$ cat src/rtl/core/uvdec_pkg.sv
// Shared types and constants for the unsigned LEB128 varint stream decoder.
`default_nettype none

package uvdec_pkg;

  // Target width selection held in the mode register.
  localparam logic [1:0] ModeU64 = 2'd0;
  localparam logic [1:0] ModeU32 = 2'd1;
  localparam logic [1:0] ModeS32 = 2'd2;

  // Byte limits and largest final byte for each target.
  localparam logic [3:0] MaxBytesU64 = 4'd10;
  localparam logic [3:0] MaxBytes32  = 4'd5;
  localparam logic [6:0] FinalMaxU64 = 7'd1;
  localparam logic [6:0] FinalMaxU32 = 7'd15;
  localparam logic [6:0] FinalMaxS32 = 7'd7;

  typedef enum logic [1:0] {
    StatusOk        = 2'd0,
    StatusTruncated = 2'd1,
    StatusTooBig    = 2'd2,
    StatusRsvd      = 2'd3
  } status_e;

  typedef struct packed {
    logic [7:0] data_byte;
    logic       last_in_buffer;
  } in_word_t;

  typedef struct packed {
    logic [63:0] decoded_value;
    logic [3:0]  byte_count;
    status_e     status;
  } out_word_t;

endpackage

`default_nettype wire

$ cat src/rtl/core/uvarint_stream_decoder_core.sv
// Unsigned LEB128 varint stream decoder: one encoded byte per word in, one result per varint out.
`default_nettype none

// Takes one byte per cycle and returns one result word for each varint that ends, overflows
// its target or is cut off by the end of the buffer; continuation bytes give no result. Each
// byte is decoded in the cycle it is accepted (a 7-bit group shift into the 64-bit accumulator
// plus limit compares) and the result lands in the output register, so the block sustains one
// byte per cycle while the output is not stalled. Input is stalled only while a result sits in the
// output register and the consumer stalls it. Write the width mode only while the block is idle.
module uvarint_stream_decoder_core (
  input  wire logic                 clk_i,
  input  wire logic                 rst_ni,
  input  wire logic                 in_valid_i,
  output logic                      in_stall_o,
  input  wire uvdec_pkg::in_word_t  in_data_i,
  output logic                      out_valid_o,
  input  wire logic                 out_stall_i,
  output uvdec_pkg::out_word_t      out_data_o,
  input  wire logic                 cfg_we_i,
  input  wire logic [1:0]           cfg_wdata_i
);

  logic [1:0]  mode_q;
  logic [63:0] acc_q, acc_d;
  logic [3:0]  group_q, group_d;
  logic        out_valid_q, out_valid_d;
  uvdec_pkg::out_word_t out_data_q, out_data_d;

  logic        in_accept;
  logic        emit;
  logic [3:0]  max_bytes;
  logic [6:0]  final_max;
  logic [6:0]  shamt;
  logic [63:0] acc_merged;
  logic [3:0]  group_next;
  logic [6:0]  low_bits;

  assign in_stall_o = out_valid_q & out_stall_i;
  assign in_accept  = in_valid_i & ~in_stall_o;
  assign low_bits   = in_data_i.data_byte[6:0];

  always_comb begin
    unique case (mode_q)
      uvdec_pkg::ModeU32: begin
        max_bytes = uvdec_pkg::MaxBytes32;
        final_max = uvdec_pkg::FinalMaxU32;
      end
      uvdec_pkg::ModeS32: begin
        max_bytes = uvdec_pkg::MaxBytes32;
        final_max = uvdec_pkg::FinalMaxS32;
      end
      default: begin
        max_bytes = uvdec_pkg::MaxBytesU64;
        final_max = uvdec_pkg::FinalMaxU64;
      end
    endcase
  end

  // 7 * group, at most 63
  assign shamt      = {group_q, 3'b000} - {3'b000, group_q};
  assign acc_merged = acc_q | ({57'd0, low_bits} << shamt);
  assign group_next = group_q + 4'd1;

  always_comb begin
    emit       = 1'b0;
    out_data_d = out_data_q;
    acc_d      = acc_q;
    group_d    = group_q;
    if (in_accept) begin
      emit                  = 1'b1;
      out_data_d.decoded_value = 64'd0;
      out_data_d.byte_count    = group_next;
      out_data_d.status        = uvdec_pkg::StatusTooBig;
      if (group_q >= max_bytes) begin
        // left over from a mode change mid-value: report too big
        emit = 1'b1;
      end else if (!in_data_i.data_byte[7]) begin
        if (group_q == max_bytes - 4'd1 && low_bits > final_max) begin
          out_data_d.status = uvdec_pkg::StatusTooBig;
        end else begin
          out_data_d.decoded_value = acc_merged;
          out_data_d.status        = uvdec_pkg::StatusOk;
        end
      end else if (group_next == max_bytes) begin
        out_data_d.status = uvdec_pkg::StatusTooBig;
      end else if (in_data_i.last_in_buffer) begin
        out_data_d.status = uvdec_pkg::StatusTruncated;
      end else begin
        // continuation: hold partial value, no result
        emit    = 1'b0;
        acc_d   = acc_merged;
        group_d = group_next;
      end
      if (emit) begin
        acc_d   = 64'd0;
        group_d = 4'd0;
      end
    end
  end

  always_comb begin
    out_valid_d = out_valid_q;
    if (out_valid_q && !out_stall_i) begin
      out_valid_d = 1'b0;
    end
    if (emit) begin
      out_valid_d = 1'b1;
    end
  end

  always_ff @(posedge clk_i or negedge rst_ni) begin
    if (!rst_ni) begin
      mode_q      <= uvdec_pkg::ModeU64;
      acc_q       <= 64'd0;
      group_q     <= 4'd0;
      out_valid_q <= 1'b0;
    end else begin
      if (cfg_we_i) begin
        mode_q <= cfg_wdata_i;
      end
      acc_q       <= acc_d;
      group_q     <= group_d;
      out_valid_q <= out_valid_d;
    end
  end

  always_ff @(posedge clk_i) begin
    out_data_q <= out_data_d;
  end

  assign out_valid_o = out_valid_q;
  assign out_data_o  = out_data_q;

  a_err_value_zero : assert property (@(posedge clk_i) disable iff (!rst_ni)
    out_valid_q && out_data_q.status != uvdec_pkg::StatusOk |-> out_data_q.decoded_value == 64'd0)
    else $error("error result carries a nonzero value");

  a_count_range : assert property (@(posedge clk_i) disable iff (!rst_ni)
    out_valid_q |-> out_data_q.byte_count != 4'd0 && out_data_q.byte_count <= 4'd10)
    else $error("byte count out of range");

  a_group_range : assert property (@(posedge clk_i) disable iff (!rst_ni)
    group_q <= 4'd9)
    else $error("group index beyond ten bytes");

  a_end_byte_emits : assert property (@(posedge clk_i) disable iff (!rst_ni)
    in_accept && !in_data_i.data_byte[7] |=> out_valid_q && group_q == 4'd0 && acc_q == 64'd0)
    else $error("terminating byte did not produce a result and clear state");

  a_no_result_status : assert property (@(posedge clk_i) disable iff (!rst_ni)
    out_valid_q |-> out_data_q.status != uvdec_pkg::StatusRsvd)
    else $error("reserved status code on output");

endmodule

`default_nettype wire
$ cat config.mk
export PLATFORM = sky130hd
export DESIGN_NAME = uvarint_stream_decoder_core
export DESIGN_NICKNAME = d
export VERILOG_FILES = /design/src/rtl/core/uvdec_pkg.sv /design/src/rtl/core/uvarint_stream_decoder_core.sv
export SDC_FILE = /design/constraint.sdc
export NUM_CORES = 1
export LEC_CHECK = 0
export BUFFER_PORTS_ARGS = -buffer_cell sky130_fd_sc_hd__buf_2
export CAP_MARGIN = 25
export CORE_MARGIN = 1.5
export CORE_UTILIZATION = 30
export DETAILED_ROUTE_END_ITERATION = 7
export PLACE_DENSITY_LB_ADDON = 0.15
export SKIP_CTS_REPAIR_TIMING = 1
export SYNTH_ARGS = -nofsm -noshare
export SYNTH_HDL_FRONTEND = slang
export SYNTH_SLANG_ARGS = --single-unit
$ cat constraint.sdc
create_clock -name clk_i -period 4.5 [get_ports clk_i]
set_clock_uncertainty 0.2 [all_clocks]
set_input_delay 0.225 -clock clk_i [delete_from_list [all_inputs] [get_ports clk_i]]
set_output_delay 0.225 -clock clk_i [all_outputs]
set_load 0.03 [all_outputs]
# == Yosys cells after proc, flatten, opt, wreduce, memory -nomap -nowiden ==
# Index checks and enable logic that the tools add are counted.
# classes
n_reduce_logical,8
n_mux,24
add_sub_neg,3
n_bitwise,4
n_lt_le_gt_ge,2
shifts,1
eq_ne,7
# op_table
cell,n
$mux W64,5
$or A64 B64 Y64,1
$shl A7 B7 Y64,1
$mux W4,6
$eq A4 B4 Y1,2
$mux W1,8
$mux W2,4
$pmux W4 S2,1
$gt A7 B7 Y1,1
$sub A7 B4 Y7,1
$ne A2 B1 Y1 const B,3
$reduce_and A5 Y1,1
$add A4 B1 Y4 const B,1
$ge A4 B4 Y1,1
$reduce_bool A2 Y1,2
$sub A4 B1 Y4 const B,1
$reduce_or A3 Y1,1
$and A1 B1 Y1,2
$eq A2 B1 Y1 const B,1
$eq A2 B2 Y1 const B,1
$logic_and A1 B1 Y1,2
$reduce_or A2 Y1,1
$logic_not A1 Y1,1
$not A1 Y1,1
# word_totals
inputBits,16
register_bits,141

# == Logic depth before layout (Yosys ltp) ==
# depth
depth_word,10
ltp_mapped,13
depth_no_buf,10

# == Worst setup path after synthesis ==
# No wires, ideal clock.
# synth_timing
kind,reg-to-reg
start,reg out_valid_q (netlist: out_valid_o)
end,reg out_data_q (netlist bit out_data_o[0]) (enable)
period_less_slack_ps,3989
t_required_ps,3839
path_slack_ps,511
arrival_ps,3328
path_stages_with_launch,6
path_buffers,2
path_cell_list,dfrtp_1 -> nand2_1 -> nand2_1 -> inv_1 -> clkbuf_1 -> clkbuf_1
# synth_between
elab_chain_len,3
# synth_lines
element,line_no,source
start: declaration,uvarint_stream_decoder_core.sv:26,"logic out_valid_q, out_valid_d;"
start signal: assignment,uvarint_stream_decoder_core.sv:123,out_valid_q <= out_valid_d;
$and A1 B1 Y1,uvarint_stream_decoder_core.sv:38,assign in_stall_o = out_valid_q & out_stall_i;
$not A1 Y1,uvarint_stream_decoder_core.sv:39,assign in_accept = in_valid_i & ~in_stall_o;
$and A1 B1 Y1,uvarint_stream_decoder_core.sv:39,
named net in_accept,uvarint_stream_decoder_core.sv:29,logic in_accept;
end signal: assignment,uvarint_stream_decoder_core.sv:128,out_data_q <= out_data_d;
end: declaration,uvarint_stream_decoder_core.sv:27,"uvdec_pkg::out_word_t out_data_q, out_data_d;"
# The timed path passes the listed nets, and every way through them passes these cells.
# A chain may end at the register's enable or synchronous reset.

# == Worst setup path after layout ==
# layout_timing
start,reg group_q[3]
end,reg acc_q[4]
# layout_between
elab_chain_len,8
word_cells_on_any_way,20
classes_between,add/sub (2); order compare (1); eq/ne (4); shift (1); mux (9); bitwise (1); reduce/logical (2)
# layout_lines
element,line_no,source
start: declaration,uvarint_stream_decoder_core.sv:25,"logic [3:0] group_q, group_d;"
start signal: assignment,uvarint_stream_decoder_core.sv:122,group_q <= group_d;
$sub A7 B4 Y7 / $add A4 B1 Y4 (equally long branches),"uvarint_stream_decoder_core.sv:60, uvarint_stream_decoder_core.sv:62",
$shl A7 B7 Y64 / $eq A4 B4 Y1 (equally long branches),"uvarint_stream_decoder_core.sv:61, uvarint_stream_decoder_core.sv:84",
$or A64 B64 Y64 / $mux W1 (equally long branches),"uvarint_stream_decoder_core.sv:61, uvarint_stream_decoder_core.sv:84",
$mux W64 / $mux W1 (equally long branches),"uvarint_stream_decoder_core.sv:86, uvarint_stream_decoder_core.sv:77",
$mux W64 / $mux W1 (equally long branches),"uvarint_stream_decoder_core.sv:84, uvarint_stream_decoder_core.sv:74",
$mux W64 / $mux W1 (equally long branches),"uvarint_stream_decoder_core.sv:77, uvarint_stream_decoder_core.sv:69",
$mux W64 (tied with other cells),uvarint_stream_decoder_core.sv:74,if (group_q >= max_bytes) begin
$mux W64 / $reduce_and A5 Y1 (equally long branches),-,
end signal: assignment,uvarint_stream_decoder_core.sv:114,acc_q <= 64'd0;
end signal: assignment,uvarint_stream_decoder_core.sv:121,acc_q <= acc_d;
end: declaration,uvarint_stream_decoder_core.sv:24,"logic [63:0] acc_q, acc_d;"
# Parallel ways exist; a longest one is shown, timed or not. The select of a mux whose other input is x is not followed.

==> summary.md <==
| Metric | Value |
|---|---|
| Status | finished with violations |
| Violated checks | design-rule violations |
| Most frequent cells in the layout | 133 x nor2_1, 104 x a21oi_1, 87 x buf_2, 71 x dfrtp_1, 70 x edfxtp_1 |
| TritonCTS clock tree | yes |
| P&R area growth vs syn | 20.7% |
| Setup WS pre-CTS | 0.904 ns |
| Slew Viols, Final | 0 |
| Setup-failing EPs final | 0 |
| Sequential Area | 3880 sq um |
| Worst reg-to-reg path cell count | 8 |
| Worst setup SP type | flop |
| Die ar. | 23400 sq um |
| Post-synthesis sequential area ratio | 57.5% |
| DR iter-0 viols | 436 |
| Initial antenna violation count | 0 |
| Worst path arrival time | 3.79 ns |
| Clk Tree Root Cell | clkbuf_16 |
| Global-route usage over all layers | 15.7% |
| Syn_area_per_cell | 10.8 sq um |
| Critical Path RT | 4.65 ns |
| Leakage | 3.48 nW |
| Post-DP HPWL | 12200 um |
| Crit-path cells | inv_1 > ha_1 > and3b_1 > o211ai_2 > and4b_1 > and2_4 > a21oi_1 > nor2_1 |
| Power share of the clock group | 23.6% |
| Ports | 88 |
| Critical path's slowest cell | and4b_1 |
| Top FF cell, synth | dfrtp_1 |
| Tmin final | 3.64 ns |
| Syn Nets | 654 |
| Die W | 153 um |
| Core area | 22000 sq um |
| Sink Count | 141 |
| Hold WC Path Type | primary input to flop |
| First-pass DRT Iterations | 8 |
| First-pass GRT wire length | 28400 um |
| Peak Freq | 275 MHz |
| Worst IR Drop VDD | 328 uV |
| Setup crit end | acc_q[4]$_DFFE_PN0P_ |
| Hold depth | 3 |
| Switching pwr | 2.60 mW |
| Critical Path Source | group_q[3]$_DFFE_PN0P_ |
| Seq cells post-synth | 141 |
| DRC | 4 |
| CP Buf/Inv Count | 1 |
| GP Congestion | 0.861 |
| Worst hold start | in_data_i[8] |
| Area of the mapped netlist | 6750 sq um |
| Worst hold slack | 0.00936 ns |
| Share of post-route cells with drive strength above 1 | 23.9% |
| CP max FO | 14 |
| Maximum buffer depth of the clock tree | 2 |
| Unique masters post-synth | 70 |
| NumNets Final | 747 |
| Via count | 5019 |
| Internal power | 3.35 mW |
| Antenna Cells | 0 |
| Number of max-cap violations | 0 |
| RSZ-0062 raised after global routing | false |
| Post-synth EDFFs | 70 |
| Critical path depth | 8 |
| Gate Count Post-Synth | 627 |
| Wire per inst | 17.4 um |
| Initial Utilization | 30.7% |
| Via density | 4.95 |
| Reg-to-reg endpoint | acc_q[4]$_DFFE_PN0P_ |
| Final Hold Violating Endpoints | 0 |
| Final period utilization | 80.9% |
| Cell family with most CP delay | simple AND/OR/NAND/NOR gates |
| Area of the multi-input gates | 2620 sq um |
| Chip height | 153 um |
| H-tree depth | 4 |
| Clock slew at reported path FFs | 0.06 ns |
| Setup TNS | 0 ns |
| Slew at the pin with the worst max-slew slack | 0.897 ns |
| Sequential cell fraction of total power | 30.3% |
| Commonest non-fill, non-tap cell in the layout | nor2_1 |
| Setup ws final | 0.862 ns |
| Synth warnings | 0 |
| TritonCTS buffer count | 17 |
| CP peak stage delay | 0.78 ns |
| I/O Buffers | 87 |
| Worst rel slew slack | 39.6% |
| Fillers | 2165 |
| Comb pwr share | 46.1% |
| Ys async rst share | 50.4% |
| Total power | 5.95 mW |
| Antenna viol nets, final | 0 |
| CP Class | flop to flop |
| Worst r2r src | group_q[3]$_DFFE_PN0P_ |
| Gr ovfl total | 0 |
| Switching share of total power | 43.7% |
| Final wirelength | 17600 um |
| Crit. End Element | flop |
| Reg2Reg Setup Slack | 0.86 ns |
| Vias in the first global route | 4956 |
| Worst skew pair latency | 0.42 ns |
| Pin count of the biggest net entering global routing | 59 |
| Std-Cell Rows | 54 |
| Pwr dens | 730 nW/um^2 |
==> worst reg2reg max path, stage by stage, from the launching register on <==
cell	delay [ns]
dfrtp_1	0.61
inv_1	0.23
ha_1	0.67
and3b_1	0.26
o211ai_2	0.17
and4b_1	0.78
and2_4	0.44
a21oi_1	0.12
nor2_1	0.09
==> power by group through the flow <==
stage | logic, mW | clock network [mW] | registers (mW)
2_1_floorplan | 1.77 | 0 | 2.00
3_3_place_gp | 2.73 | 0 | 1.82
3_5_place_dp | 2.74 | 0 | 1.83
4_1_cts | 2.74 | 1.43 | 1.81
5_1_grt | 2.99 | 1.50 | 1.84
6_report | 2.74 | 1.40 | 1.80
==> layout make-up <==
type                    instances  share of cell area (%)
repair buffers                110                    7.96
clock inverters                14                    1.91
clock buffers                  18                    5.39
multi-input cells             436                    32.1
flip-flops and latches        141                    47.6
well taps                     280                    4.30
inverters                      14                   0.661
==> kinds of logic after synthesis <==
group                    count (synthesis)  share of synthesized area, %
XOR/XNOR                                 7                          1.63
adder cells (fa/ha/maj)                 11                          2.04
AND/OR/NAND/NOR                        226                          15.8
AO/OA/AOI/OAI                          172                          16.0
multiplexers                            20                          3.23
buffers and inverters                   50                          3.80
flip-flops                             141                          57.5
==> Yosys cell counts (10+ instances only) <==
cell type | number | share of area [%]
ha_1 | 11 | 2.0
and2_1 | 10 | 0.93
nand2_1 | 23 | 1.3
inv_1 | 14 | 0.78
o21ai_0 | 13 | 0.96
mux2i_1 | 14 | 2.1
nor3_1 | 12 | 0.89
buf_2 | 17 | 1.3
edfxtp_1 | 70 | 31
dfrtp_1 | 71 | 26
a21oi_2 | 10 | 1.3
a21oi_1 | 104 | 7.7
nor2_1 | 133 | 7.4
==> state kept, by name (all words and copies together) (netlist names) <==
register,flops
acc_q,64
group_q,4
mode_q,2
out_data_o,70
out_valid_o,1
==> metal layers <==
layer | track usage, % | up-vias | routed length, um
li1 | - | 2418 | -
met1 | 21.7 | 2436 | 8600
met2 | 24.7 | 140 | 7920
met3 | 3.29 | 25 | 719
met4 | 5.00 | 0 | 352
met5 | 0 | - | 0
==> per-stage QoR <==
stage / instance area [sq um] / util, % / std cells
6_report: 8140 / 37.1 / 1013
5_1_grt: 8140 / 37.1 / 1013
4_1_cts: 8060 / 36.7 / 1006
3_5_place_dp: 7470 / 34.0 / 974
3_3_place_gp: 7470 / 34.0 / 974
2_1_floorplan: 6750 / - / 627
==> worst min path at each step <==
stage                                             end
after CTS                      group_q[0]$_DFFE_PN0P_
after global routing      out_data_o[0]$_SDFFCE_PP0P_
after detailed placement       group_q[0]$_DFFE_PN0P_
after global placement          mode_q[1]$_DFFE_PN0P_
final                     out_data_o[0]$_SDFFCE_PP0P_
after floorplan                  acc_q[0]$_DFFE_PN0P_
No activity file was read; power rests on OpenSTA's default activity.
